$ cat config.mk
export PLATFORM = sky130hd
export DESIGN_NAME = phd_back
export DESIGN_NICKNAME = d
export VERILOG_FILES = /design/src/planar_ham_ehb_pixel_decoder_core_macros.svh /design/src/phd_pkg.sv /design/src/phd_back.sv
export SDC_FILE = /design/constraint.sdc
export NUM_CORES = 1
export LEC_CHECK = 0
export ABC_AREA = 1
export BUFFER_PORTS_ARGS = -buffer_cell sky130_fd_sc_hd__buf_2
export CORE_ASPECT_RATIO = 0.75
export CORE_MARGIN = 3
export CORE_UTILIZATION = 50
export CTS_CLUSTER_SIZE = 14
export DETAILED_ROUTE_END_ITERATION = 10
export PLACE_DENSITY = 0.85
export SETUP_SLACK_MARGIN = 0.4
export SLEW_MARGIN = 10
export SYNTH_ARGS = -nofsm -noshare
export SYNTH_HDL_FRONTEND = slang
export SYNTH_SLANG_ARGS = --single-unit
$ cat constraint.sdc
create_clock -name clk_i -period 2.18 [get_ports clk_i]
set_input_delay 0.218 -clock clk_i [delete_from_list [all_inputs] [get_ports clk_i]]
set_output_delay 0.218 -clock clk_i [all_outputs]
set_load 0.03 [all_outputs]
$ cat src/planar_ham_ehb_pixel_decoder_core_macros.svh
// Assertion macros shared by the pixel decoder RTL.
`ifndef PLANAR_HAM_EHB_PIXEL_DECODER_CORE_MACROS_SVH
`define PLANAR_HAM_EHB_PIXEL_DECODER_CORE_MACROS_SVH

// Check a property on every rising edge outside reset.
`define PHD_ASSERT(lbl, clk, rst_n, prop, msg) \
  lbl: assert property (@(posedge clk) disable iff (!rst_n) prop) \
    else $error(msg);

// Check that a condition never holds outside reset.
`define PHD_ASSERT_NEVER(lbl, clk, rst_n, cond, msg) \
  `PHD_ASSERT(lbl, clk, rst_n, !(cond), msg)

`endif

$ cat src/phd_pkg.sv
// Shared types and constants of the planar pixel decoder.
package phd_pkg;

  localparam int unsigned PAL_ENTRIES = 256;
  localparam int unsigned PAL_AW      = $clog2(PAL_ENTRIES);
  localparam logic [8:0]  PAL_LIMIT   = 9'(PAL_ENTRIES);

  localparam int unsigned Q_DEPTH = 2;
  localparam int unsigned Q_AW    = $clog2(Q_DEPTH);
  localparam int unsigned Q_CW    = $clog2(Q_DEPTH + 1);

  localparam int unsigned CFG_IDX_W  = 2;
  localparam int unsigned CFG_DATA_W = 4;

  localparam logic [CFG_IDX_W-1:0] CFG_COLOR_MODE   = 2'd0;
  localparam logic [CFG_IDX_W-1:0] CFG_PLANE_COUNT  = 2'd1;
  localparam logic [CFG_IDX_W-1:0] CFG_DOUBLE_WIDTH = 2'd2;

  localparam logic [2:0] MODE_INDEXED   = 3'd0;
  localparam logic [2:0] MODE_HALFBRITE = 3'd1;
  localparam logic [2:0] MODE_HAM6      = 3'd2;
  localparam logic [2:0] MODE_HAM8      = 3'd3;
  localparam logic [2:0] MODE_DIRECT    = 3'd4;

  localparam logic [1:0] HAM_LOAD  = 2'd0;
  localparam logic [1:0] HAM_BLUE  = 2'd1;
  localparam logic [1:0] HAM_RED   = 2'd2;
  localparam logic [1:0] HAM_GREEN = 2'd3;

  localparam logic [3:0] PLANES_MAX = 4'd8;

  typedef enum logic [2:0] {
    OP_COLOUR = 3'd0,
    OP_LOAD   = 3'd1,
    OP_MOD_R  = 3'd2,
    OP_MOD_G  = 3'd3,
    OP_MOD_B  = 3'd4
  } op_e;

  typedef struct packed {
    logic [2:0] color_mode;
    logic [3:0] plane_count;
    logic       double_width;
  } cfg_t;

  typedef struct packed {
    op_e         op;
    logic [23:0] colour;
    logic [7:0]  mod_val;
    logic        keep_low;
    logic        padding;
  } item_t;

  typedef struct packed {
    logic [Q_CW-1:0] count;
  } q_stat_t;

  typedef struct packed {
    logic rep_pending;
  } back_stat_t;

endpackage

$ cat src/phd_back.sv
// Back end: held HAM colour, padding drop and output beats.
module phd_back import phd_pkg::*; (
  input  logic       clk_i,
  input  logic       rst_ni,
  input  logic       double_width_i,
  input  logic       item_valid_i,
  output logic       item_stall_o,
  input  item_t      item_i,
  output logic       out_valid_o,
  input  logic       out_stall_i,
  output logic [7:0] out_red_o,
  output logic [7:0] out_green_o,
  output logic [7:0] out_blue_o,
  output logic       out_last_o,
  output back_stat_t stat_o
);

  logic [7:0]  held_r_q, held_r_d, held_g_q, held_g_d, held_b_q, held_b_d;
  logic        out_valid_q, out_valid_d, last_q, last_d, rep_q, rep_d;
  logic [23:0] rgb_q, rgb_d;
  logic        out_free, pop;
  logic [23:0] res;

  assign out_free     = !out_valid_q || !out_stall_i;
  assign item_stall_o = rep_q || !out_free;
  assign pop          = item_valid_i && !item_stall_o;

  always_comb begin
    held_r_d = held_r_q;
    held_g_d = held_g_q;
    held_b_d = held_b_q;
    case (item_i.op)
      OP_LOAD: begin
        held_r_d = item_i.colour[23:16];
        held_g_d = item_i.colour[15:8];
        held_b_d = item_i.colour[7:0];
      end
      OP_MOD_R: held_r_d = item_i.keep_low ? {item_i.mod_val[7:2], held_r_q[1:0]} : item_i.mod_val;
      OP_MOD_G: held_g_d = item_i.keep_low ? {item_i.mod_val[7:2], held_g_q[1:0]} : item_i.mod_val;
      OP_MOD_B: held_b_d = item_i.keep_low ? {item_i.mod_val[7:2], held_b_q[1:0]} : item_i.mod_val;
      default: ;
    endcase
    res = (item_i.op == OP_COLOUR) ? item_i.colour : {held_r_d, held_g_d, held_b_d};
  end

  always_comb begin
    out_valid_d = out_valid_q;
    last_d      = last_q;
    rep_d       = rep_q;
    rgb_d       = rgb_q;
    if (out_free) begin
      if (rep_q) begin
        // Repeat the held beat as the closing one.
        out_valid_d = 1'b1;
        last_d      = 1'b1;
        rep_d       = 1'b0;
      end else if (pop && !item_i.padding) begin
        out_valid_d = 1'b1;
        rgb_d       = res;
        last_d      = !double_width_i;
        rep_d       = double_width_i;
      end else begin
        out_valid_d = 1'b0;
      end
    end
  end

  always_ff @(posedge clk_i) begin
    rgb_q  <= rgb_d;
    last_q <= last_d;
  end

  always_ff @(posedge clk_i or negedge rst_ni) begin
    if (!rst_ni) begin
      out_valid_q <= 1'b0;
      rep_q       <= 1'b0;
      held_r_q    <= '0;
      held_g_q    <= '0;
      held_b_q    <= '0;
    end else begin
      out_valid_q <= out_valid_d;
      rep_q       <= rep_d;
      if (pop) begin
        held_r_q <= held_r_d;
        held_g_q <= held_g_d;
        held_b_q <= held_b_d;
      end
    end
  end

  assign out_valid_o        = out_valid_q;
  assign out_red_o          = rgb_q[23:16];
  assign out_green_o        = rgb_q[15:8];
  assign out_blue_o         = rgb_q[7:0];
  assign out_last_o         = last_q;
  assign stat_o.rep_pending = rep_q;

endmodule

==> summary.md <==
| Metric | Value |
|---|---|
| Outcome | `complete, no violations` |
| Vias | `2562` |
| Worst Path Arrival | `1.78 ns` |
| Row cnt | `22` |
| Max clock buf depth | `2` |
| Area contributors post-synth | `edfxtp_1, nand2_1, dfrtp_1, nand3_1, inv_1` |
| CTS tree | `done` |
| Die height | `69.5 um` |
| CP Cell Sequence | `nand2_2, nand2_4, nor2_4, buf_4, inv_2, nand2_1, nand2_1` |
| Final Hold Vio Count | `0` |
| Die area | `6290 sq um` |
| Worst-Margin Slew | `0.628 ns` |
| Clk_skew | `0.0142 ns` |
| CP peak stage delay | `0.41 ns` |
| Gr usage total | `22.9%` |
| Slew Viols, Final | `0` |
| Largest net degree at the start of global routing | `27` |
| Ports | `70` |
| RR Startpoint | `out_valid_o$_DFFE_PN0P_` |
| Top cell type's share of synthesized area | `28.0%` |
| Final ANT Viol Nets | `0` |
| Crit Path Max Fanout | `25` |
| WP data required | `2.37 ns` |
| Setup crit end kind | `flop` |
| Final Setup Violations | `0` |
| Power consumption | `2720 uW` |
| PwrDens | `842 nW/um^2` |
| Clock transition at path regs | `0.10 ns` |
| RSZ-0062 raised after global routing | `no` |
| Wire length on met2 | `3.28 mm` |
| CP most frequent cell | `nand2_1` |
| Layout cells sized above 1 | `25.0%` |
| Synth cell count leaders | `nand2_1, nand3_1, dfrtp_1` |
| Area leader, netlist | `edfxtp_1` |
| Root Buffer | `clkbuf_8` |
| H-Tree Depth | `2` |
| Clock Sinks | `51` |
| Nets | `461` |
| Net Count, Synth | `390` |
| Total CTS buffers | `5` |
| Vias in the first global route | `2483` |
| Hold Startpoint | `double_width_i` |
| Clock Latency Late Sink | `0.31 ns` |
| Area grow syn2layout | `20.3%` |
| Min Tclk post-route | `1.59 ns` |
| Synth Warn # | `0` |
| Initial core utilization | `53.3%` |
| Post_cts resized | `0` |
| Sequential area share after synthesis | `52.2%` |
| Peak supply drop | `0.448 mV` |
| Fin crit share | `73.0%` |
| Final WL | `7.03 mm` |
| Met3 WL post-DR | `606 um` |
| Wire per inst | `14.3 um` |
| Antenna violations before repair | `0` |
| Synth Area per Inst | `7.72 sq um` |
| Post-Synthesis Cells | `348` |
| Cell Area, Synth | `2690 sq um` |
| Top layer in use | `met4` |
| Detail Placement HPWL | `4.91 mm` |
| Asr flop ratio synth | `51.0%` |
| CP startpoint kind | `flop` |
| Most frequent cell after synthesis | `nand2_1` |
| Max_cap viols | `0` |
| DRT Pass-1 Iters | `5` |
| CP startpoint | `out_valid_o$_DFFE_PN0P_` |
| Drt drc | `0` |
| Yosys reg bits | `51` |
| Post-synth EDFFs | `25` |
| GP Congestion | `0.813` |
| Worst Hold Class | `input port to flop` |
| Die width | `90.6 um` |
| GRT Residual Overflow | `0` |
| DRT met1 WL | `3.08 mm` |
| Diode count | `0` |
| Dominant synthesized flop cell | `dfrtp_1` |
| Global-route wire length before repair | `11.8 mm` |
| Worst slew margin | `58.1%` |
| I/O Buffers | `69` |
| Slowest cell on the critical path | `dfrtp_2` |
| Initial drt markers | `219` |
| Crit path kind | `flop to flop` |
| Vias per inst | `5.21` |
| Core Area | `5040 sq um` |
| Leak | `0.00169 uW` |
| Cell variety after synth | `19` |
| Final setup TNS | `0 ns` |
| Fmax | `628 MHz` |
state kept, by name, summed over array words and instances, names as in the netlist:
| signal | flops |
|---|---|
| held_b_q | 8 |
| held_g_q | 8 |
| held_r_q | 8 |
| out_last_o | 1 |
| out_valid_o | 1 |
| rgb_q | 24 |
| stat_o | 1 |
report_power, final:
part / switching [uW] / internal, uW / total [uW]
clock network: 318 / 372 / 689
registers: 90.9 / 1220 / 1310
logic: 470 / 254 / 725
worst max-delay path: cells and delay by family (launching register included):
kind / cells / cell delay [ns]
buffers and inverters: 2 / 0.57
AND/OR/NAND/NOR: 5 / 0.47
flip-flops: 1 / 0.41
routing by layer:
| metal | GRT usage (%) | vias up |
|---|---|---|
| met1 | 30.6 | 1174 |
| met2 | 37.1 | 124 |
| li1 | - | 1254 |
| met3 | 5.42 | 10 |
| met4 | 6.62 | 0 |
| met5 | 0 | - |
area by class of cell:
cell class | instances | area, sq um
sequential | 51 | 1400
tap | 72 | 90.1
clock inverter | 2 | 35.0
timing repair buffer | 75 | 393
clock buffer | 6 | 82.6
fill | 448 | 1810
inverter | 16 | 63.8
multi-input combinational | 270 | 1160
worst paths after layout:
| path | to | slack (ns) | depth (start not counted) |
|---|---|---|---|
| max | held_r_q[7]$_DFFE_PN0P_ | 0.59 | 7 |
| min | stat_o$_DFFE_PN0P_ | 0.12 | 3 |
| max reg2reg | held_r_q[7]$_DFFE_PN0P_ | 0.59 | 7 |
| min reg2reg | held_g_q[2]$_DFFE_PN0P_ | 0.49 | 2 |
| max in group asynchronous | stat_o$_DFFE_PN0P_ | 1.27 | 2 |
| min in group asynchronous | held_g_q[1]$_DFFE_PN0P_ | 0.48 | 2 |
layout by cell type (no fill, tap or decap):
cell,n
a21oi_1,8
buf_2,69
buf_4,5
bufinv_16,1
clkbuf_8,6
clkinv_2,1
clkinvlp_4,1
dfrtp_1,24
dfrtp_2,2
dlygate4sd3_1,1
edfxtp_1,25
inv_1,11
inv_2,4
nand2_1,192
nand2_2,4
nand2_4,1
nand3_1,48
nand3_2,1
nand3_4,1
nor2_1,3
nor2_4,3
o21ai_0,3
or2_2,6
metrics by stage:
stage	hold slack [ns]	std cells	area, sq um	utilization, %	setup WS [ns]
global placement	0.259	483	3100	61.6	0.632
detailed placement	0.267	483	3100	61.6	0.575
floorplan	-0.0776	348	2710	-	0.400
CTS	0.124	492	3230	64.1	0.607
global route	0.134	492	3230	64.1	0.503
finish	0.123	492	3230	64.1	0.589
cell families (layout without fill, tap and decap cells):
| group | Yosys count | in the layout | share of synthesized area [%] |
|---|---|---|---|
| flops | 51 | 51 | 52.2 |
| buf+inv | 27 | 99 | 5.08 |
| simple gates | 259 | 259 | 40.7 |
| compound gates | 11 | 11 | 2.05 |
what timing repair did:
action	in CTS	in global routing
setup buffers	0	0
hold endpoints to repair	26	0
hold buffers	1	0
Power figures use the tool's default switching activity.
