$ cat src/planar_ham_ehb_pixel_decoder_core_macros.svh
// Assertion macros shared by the pixel decoder RTL.
`ifndef PLANAR_HAM_EHB_PIXEL_DECODER_CORE_MACROS_SVH
`define PLANAR_HAM_EHB_PIXEL_DECODER_CORE_MACROS_SVH

// Check a property on every rising edge outside reset.
`define PHD_ASSERT(lbl, clk, rst_n, prop, msg) \
  lbl: assert property (@(posedge clk) disable iff (!rst_n) prop) \
    else $error(msg);

// Check that a condition never holds outside reset.
`define PHD_ASSERT_NEVER(lbl, clk, rst_n, cond, msg) \
  `PHD_ASSERT(lbl, clk, rst_n, !(cond), msg)

`endif

$ cat src/phd_pkg.sv
// Shared types and constants of the planar pixel decoder.
package phd_pkg;

  localparam int unsigned PAL_ENTRIES = 256;
  localparam int unsigned PAL_AW      = $clog2(PAL_ENTRIES);
  localparam logic [8:0]  PAL_LIMIT   = 9'(PAL_ENTRIES);

  localparam int unsigned Q_DEPTH = 2;
  localparam int unsigned Q_AW    = $clog2(Q_DEPTH);
  localparam int unsigned Q_CW    = $clog2(Q_DEPTH + 1);

  localparam int unsigned CFG_IDX_W  = 2;
  localparam int unsigned CFG_DATA_W = 4;

  localparam logic [CFG_IDX_W-1:0] CFG_COLOR_MODE   = 2'd0;
  localparam logic [CFG_IDX_W-1:0] CFG_PLANE_COUNT  = 2'd1;
  localparam logic [CFG_IDX_W-1:0] CFG_DOUBLE_WIDTH = 2'd2;

  localparam logic [2:0] MODE_INDEXED   = 3'd0;
  localparam logic [2:0] MODE_HALFBRITE = 3'd1;
  localparam logic [2:0] MODE_HAM6      = 3'd2;
  localparam logic [2:0] MODE_HAM8      = 3'd3;
  localparam logic [2:0] MODE_DIRECT    = 3'd4;

  localparam logic [1:0] HAM_LOAD  = 2'd0;
  localparam logic [1:0] HAM_BLUE  = 2'd1;
  localparam logic [1:0] HAM_RED   = 2'd2;
  localparam logic [1:0] HAM_GREEN = 2'd3;

  localparam logic [3:0] PLANES_MAX = 4'd8;

  typedef enum logic [2:0] {
    OP_COLOUR = 3'd0,
    OP_LOAD   = 3'd1,
    OP_MOD_R  = 3'd2,
    OP_MOD_G  = 3'd3,
    OP_MOD_B  = 3'd4
  } op_e;

  typedef struct packed {
    logic [2:0] color_mode;
    logic [3:0] plane_count;
    logic       double_width;
  } cfg_t;

  typedef struct packed {
    op_e         op;
    logic [23:0] colour;
    logic [7:0]  mod_val;
    logic        keep_low;
    logic        padding;
  } item_t;

  typedef struct packed {
    logic [Q_CW-1:0] count;
  } q_stat_t;

  typedef struct packed {
    logic rep_pending;
  } back_stat_t;

endpackage

$ cat src/phd_queue.sv
// Short queue of classified pixels between front and back end.
module phd_queue import phd_pkg::*; (
  input  logic    clk_i,
  input  logic    rst_ni,
  input  logic    in_valid_i,
  output logic    in_stall_o,
  input  item_t   in_item_i,
  output logic    out_valid_o,
  input  logic    out_stall_i,
  output item_t   out_item_o,
  output q_stat_t stat_o
);

  item_t           entries [Q_DEPTH];
  logic [Q_AW-1:0] wr_ptr_q, wr_ptr_d, rd_ptr_q, rd_ptr_d;
  logic [Q_CW-1:0] count_q, count_d;
  logic            full, push, pop;

  assign full        = (count_q == Q_CW'(Q_DEPTH));
  assign in_stall_o  = full;
  assign out_valid_o = (count_q != '0);
  assign push        = in_valid_i && !full;
  assign pop         = out_valid_o && !out_stall_i;
  assign out_item_o  = entries[rd_ptr_q];

  assign stat_o.count = count_q;

  always_comb begin
    wr_ptr_d = wr_ptr_q;
    rd_ptr_d = rd_ptr_q;
    count_d  = count_q;
    if (push) begin
      wr_ptr_d = (wr_ptr_q == Q_AW'(Q_DEPTH - 1)) ? '0 : wr_ptr_q + 1'b1;
    end
    if (pop) begin
      rd_ptr_d = (rd_ptr_q == Q_AW'(Q_DEPTH - 1)) ? '0 : rd_ptr_q + 1'b1;
    end
    if (push && !pop) begin
      count_d = count_q + 1'b1;
    end else if (pop && !push) begin
      count_d = count_q - 1'b1;
    end
  end

  always_ff @(posedge clk_i) begin
    if (push) begin
      entries[wr_ptr_q] <= in_item_i;
    end
  end

  always_ff @(posedge clk_i or negedge rst_ni) begin
    if (!rst_ni) begin
      wr_ptr_q <= '0;
      rd_ptr_q <= '0;
      count_q  <= '0;
    end else begin
      wr_ptr_q <= wr_ptr_d;
      rd_ptr_q <= rd_ptr_d;
      count_q  <= count_d;
    end
  end

endmodule

$ cat config.mk
export PLATFORM = sky130hd
export DESIGN_NAME = phd_queue
export DESIGN_NICKNAME = d
export VERILOG_FILES = /design/src/planar_ham_ehb_pixel_decoder_core_macros.svh /design/src/phd_pkg.sv /design/src/phd_queue.sv
export SDC_FILE = /design/constraint.sdc
export NUM_CORES = 1
export LEC_CHECK = 0
export ABC_AREA = 1
export BUFFER_PORTS_ARGS = -buffer_cell sky130_fd_sc_hd__clkbuf_2
export CAP_MARGIN = 30
export CORE_UTILIZATION = 30
export DETAILED_ROUTE_END_ITERATION = 8
export GPL_TIMING_DRIVEN = 0
export HOLD_SLACK_MARGIN = 0.12
export SLEW_MARGIN = 10
export SYNTH_ARGS = -nofsm -noshare
export SYNTH_HDL_FRONTEND = slang
export SYNTH_SLANG_ARGS = --single-unit
$ cat constraint.sdc
create_clock -name clk_i -period 2.6 [get_ports clk_i]
set_input_delay 0.13 -clock clk_i [delete_from_list [all_inputs] [get_ports clk_i]]
set_output_delay 0.13 -clock clk_i [all_outputs]
set_load 0.02 [all_outputs]
==> results of run 1 <==
-- sequential cells by signal (all words and copies together) (netlist names) --
| register | cells |
|---|---|
| stat_o | 2 |
| rd_ptr_q | 1 |
| wr_ptr_q | 1 |
| entries | 74 |
-- layer usage --
layer  wire length [um]  global-route usage [%]  up-vias
met2               2960                    20.9       54
met1               2650                    14.6      956
li1                   -                       -     1021
met4                 81                    6.69        0
met5                  0                       0        -
met3                211                    3.47       10
-- report_power, final --
group	total (mW)	internal [mW]	leakage [nW]	switching [mW]
combinational	1.79	0.595	0.994	1.20
sequential	1.79	1.71	0.736	0.0807
clock	0.879	0.446	0.0916	0.433
-- area by class of cell --
cell class / count / area [um2]
tap: 129 / 161
timing repair buffer: 123 / 861
buffer: 8 / 70.1
clock buffer: 11 / 131
fill: 890 / 5210
clock inverter: 5 / 58.8
multi-input combinational: 131 / 519
inverter: 9 / 33.8
sequential: 78 / 2320
-- worst max-delay path by stage --
stage / from / endpoint / cells past startpoint
after floorplan: stat_o[0] / entries[1][0] / 2
after global placement: stat_o[1] / entries[1][3] / 3
after detailed placement: stat_o[1] / entries[1][19] / 4
after CTS: stat_o[1] / entries[1][35] / 4
after global routing: stat_o[1] / entries[1][35] / 4
final: stat_o[1] / entries[1][35] / 4
-- worst max-delay path, cell delays in order (launching register included) --
cell and delay [ns]:
dfrtp_1 0.40, inv_1 0.11, o21ai_0 0.17, nor2_4 0.57, buf_16 0.23
-- metrics by stage --
step | setup WS, ns | hold WS, ns | instance area (um2) | utilization (%)
finish | 0.811 | 0.157 | 4160 | 44.4
global route | 0.702 | 0.147 | 4160 | 44.4
CTS | 0.772 | 0.135 | 4160 | 44.4
detailed placement | 0.777 | -0.0477 | 3570 | 38.1
global placement | -0.00541 | -0.0523 | 3510 | 37.4
floorplan | 0.513 | -0.166 | 2940 | -
-- synth_stat cells --
cell,instances
nand2_1,122
edfxtp_1,74
inv_1,8
buf_6,4
dfrtp_1,4
nor2_1,3
buf_2,2
buf_4,2
nand3_1,2
ha_1,1
inv_2,1
nand4_1,1
o21ai_0,1
xnor2_1,1
-- cell families after synthesis --
logic type / synth area share [%]
simple gates: 16.5
fa+ha+maj: 0.426
buf+inv: 3.53
compound gates: 0.170
flops: 79.0
xor+xnor: 0.298
==> impl_metrics.yaml, run 1 <==
sta:
  rsz0062_at_grt: "false"
  fin_crit_ns: 1.79
  drv_slew: 0
  maxSlewHeadroom_pct: 55.3
  totalNegativeSetupSlack_ns: 0
  max_freq_mhz: 559
  setup_violations: 0
  max_slew.worst_pin.slew_ns: 0.670
  period_share_pct: 68.8
  hold_viol_final: 0
  skew_ns: 0.00594
placed_design:
  dp_hpwl_um: 3810
  dpl.cell_count: 438
  gp_congestion: 0.660
  port_buffers: 81
yosys:
  synth_area_leaders: "edfxtp_1 76%, nand2_1 16%, dfrtp_1 3.4%"
  synth_area_um2: 2940
  netlist_instances: 226
  ys_ff_latch: 78
  seq_area_frac_synth_pct: 79.0
  synth_top_area_share_pct: 75.6
  ys_types: 14
  avgSynthCellArea_um2: 13.0
  ys_warn_count: 0
  synth_fp_nets: 268
  synth_area_leader_cell: "edfxtp_1"
power_and_ir_drop:
  power_mw: 4.47
  max-vdd-ir-drop_mv: 0.605
  power.density_nw_per_um2: 1070
  p_leak_nw: 1.82
finish:
  nNetsFinal: 402
  final_cell_count_no_fill: 494
  final_common_cell: "nand2_1"
  drive_above_1_share_pct: 29.3
  area_delta_synth_final_pct: 41.5
  mostFrequentLayoutCells: "122 x nand2_1, 81 x clkbuf_2, 74 x edfxtp_1"
  n_antenna_cell: 0
critical_path:
  critPathKind: "reg -> reg"
  r2r_slack_ns: 0.81
  arrival_ns: 1.84
  reg2regPathDepth: 4
  rr_startpoint: "stat_o[1]"
  critPathRequiredTime_ns: 2.65
  critPathMaxFanout: 20
  r2r_end: "entries[1][35]"
  cp-end-kind: "flip-flop"
  crit_path_start_kind: "flip-flop"
clock_tree:
  post-cts-setup-buffers: 0
  cts_tree: "done"
  cts_buffers: 9
  clk-insertion-delay-late_ns: 0.34
  clk_pin_slew_ns: 0.08
  cts_resized: 0
  numClockSinks: 78
  clk_path_buf_depth: 2
  ctsHtreeMaxLevel: 3
  hold_buffers: 40
  cts-root-buf: "clkbuf_8"
route:
  antenna_left: 0
  via_count: 2041
  viasPerCell: 4.13
  detail_route.wl_per_cell_um: 11.9
  first_pass_iters: 4
  wl_um: 5900
  drc: 0
  first_iter_violations: 72
floorplanning:
  die-area_um2: 10200
  dieHeight_um: 101
  core_area_um2: 9370
  row_count: 35
  start_util_pct: 31.3
  die_w_um: 101
  io-pin-count: 82
min_path:
  hold_path_depth: 5
  hp-start: "in_valid_i"
  hold_class: "in -> reg"
  min_to: "wr_ptr_q"
flow_run:
  drv.max_cap_violation_count: 0
outcome:
  status: "finished clean"
global_routing:
  antenna_found_initial: 0
  grt_pass1_wl_um: 9220
  track_usage_pct: 12.5
  grt_overflow: 0
  grt_max_degree: 21
  grt_pass1_vias: 1930
Note: power is estimated with default switching activity, not from simulation.
==> inputs of run 2 (changes only) <==
==> constraint.sdc (replaced) <==
create_clock -name clk_i -period 1.6 [get_ports clk_i]
set_input_delay 0.08 -clock clk_i [delete_from_list [all_inputs] [get_ports clk_i]]
set_output_delay 0.08 -clock clk_i [all_outputs]
set_load 0.02 [all_outputs]
==> run 2 against run 1 <==
Power grew 65%; register-to-register slack lost 0.66 ns; sequential cell count is the same; utilization grew 0.56 points; clock skew grew 0.0023 ns; critical path depth grew 2; count of clock-buffer cells in the layout shrank 1; clock power grew 62%; final cell count grew 1.0%; critical path type is now reg -> out.
==> impl_metrics.yaml, run 2 (synthesized netlist as in run 1, its figures left out) <==
outcome:
  status: "finished clean"
min_path:
  hold_class: "in -> reg"
sta:
  max_freq_mhz: 679
  rsz0062_at_grt: "false"
  skew_ns: 0.00822
  maxSlewHeadroom_pct: 72.1
  drv_slew: 0
  setup_violations: 0
  max_slew.worst_pin.slew_ns: 0.414
  period_share_pct: 92.1
  hold_viol_final: 0
  fin_crit_ns: 1.47
route:
  drc: 0
  via_count: 2053
  first_pass_iters: 4
  route.met3.wl_um: 268
  antenna_left: 0
  detail_route.wl_per_cell_um: 12.3
  wl_met2_um: 3060
  viasPerCell: 4.11
  top_layer: "met4"
  first_iter_violations: 64
  wl_met1_um: 2720
  wl_um: 6130
finish:
  stdcell_area_um2: 4210
  largest-register: "entries"
  mostFrequentLayoutCells: "121 x nand2_1, 80 x clkbuf_2, 74 x edfxtp_1"
  drive_above_1_share_pct: 32.2
  final_common_cell: "nand2_1"
  n_antenna_cell: 0
  nNetsFinal: 407
  largest_reg_flops: 74
  final_cell_count_no_fill: 499
  area_delta_synth_final_pct: 43.3
critical_path:
  arrival_ns: 1.39
  critPathRequiredTime_ns: 1.52
  critPathKind: "reg -> out"
  cp-end-kind: "output pin"
  critPathMaxFanout: 10
  r2r_slack_ns: 0.15
  crit_path_start_kind: "flip-flop"
power_and_ir_drop:
  power.density_nw_per_um2: 1750
  seqPwrFrac_pct: 39.8
  power.share.switching_pct: 38.6
  max-vdd-ir-drop_mv: 0.843
  p_sw_mw: 2.84
  power_frac_comb_pct: 40.8
  clockPowerShare_pct: 19.3
  power_mw: 7.36
  p_leak_nw: 1.83
  p_int_mw: 4.52
flow_run:
  drv.max_cap_violation_count: 0
global_routing:
  track_usage_pct: 12.8
  grt_max_degree: 22
  grt_pass1_vias: 1886
  grt_overflow: 0
  antenna_found_initial: 0
  grt_pass1_wl_um: 9280
clock_tree:
  ctsHtreeMaxLevel: 3
  clk_path_buf_depth: 2
  cts_tree: "done"
  clk_pin_slew_ns: 0.07
  clk-insertion-delay-late_ns: 0.35
  cts-root-buf: "clkbuf_8"
  numClockSinks: 78
  cts_buffers: 9
floorplanning:
  die_w_um: 101
  die-area_um2: 10200
  start_util_pct: 31.3
  io-pin-count: 82
  dieHeight_um: 101
  row_count: 35
  core_area_um2: 9370
placed_design:
  dpl.cell_count: 437
  postPlaceCellArea_um2: 3560
  port_buffers: 81
  dp_hpwl_um: 3680
  gp_congestion: 0.621
-- run 2: timing repair --
item	in CTS	in global routing
gates cloned	1	0
buffers inserted	5	0
hold endpoints to repair	79	0
resized for setup	1	2
endpoints found under the setup margin	74	16
pin swaps	1	0
hold buffers	40	0
-- run 2: worst max-delay path: stages, from the launching register on --
cell and delay [ns]:
dfrtp_1 0.40, inv_2 0.07, buf_6 0.14, buf_6 0.15
nand2_1 0.06, nand2_1 0.06, buf_2 0.16
-- run 2: cell type report --
| cell class | instances | area [um2] |
|---|---|---|
| Fill cell | 890 | 5160 |
| Sequential cell | 78 | 2320 |
| Timing Repair Buffer | 127 | 883 |
| Multi-Input combinational cell | 131 | 532 |
| Tap cell | 129 | 161 |
| Clock buffer | 10 | 128 |
| Buffer | 8 | 73.8 |
| Clock inverter | 6 | 62.6 |
| Inverter | 9 | 37.5 |
| Timing Repair inverter | 1 | 7.51 |
-- run 2: power groups by stage --
stage / clock network (mW) / logic (mW) / registers [mW]
2_1_floorplan: 0 / 1.84 / 2.99
4_1_cts: 1.47 / 3.06 / 2.93
5_1_grt: 1.57 / 3.32 / 2.97
3_5_place_dp: 0 / 2.86 / 2.99
3_3_place_gp: 0 / 2.78 / 2.98
6_report: 1.42 / 3.00 / 2.93
-- run 2: routing by layer --
layer  global-route usage, %  vias up
li1                        -     1028
met1                    15.2      959
met2                    21.2       58
met3                    3.81        8
met4                    6.02        0
met5                       0        -
-- run 2: path summary, 6_finish.rpt --
path	to	depth (start not counted)	start
setup / recovery	out_item_o[1]	6	rd_ptr_q
hold / removal	wr_ptr_q	4	in_valid_i
setup reg to reg	entries[0][0]	6	stat_o[1]
hold reg to reg	wr_ptr_q	2	wr_ptr_q
max in group asynchronous	stat_o[0]	3	rst_ni
min in group asynchronous	stat_o[1]	3	rst_ni
-- run 2: metrics by stage --
stage	TNS (ns)	hold slack [ns]	setup slack [ns]	util [%]
final	0	0.147	0.127	44.9
after global routing	0	0.154	0.00467	44.9
after CTS	0	0.128	0.0122	44.9
after detailed placement	-18.01	-0.0994	-0.389	38.0
after global placement	-27.13	-0.0999	-0.406	37.7
after floorplan	-7.92	-0.216	-0.125	-
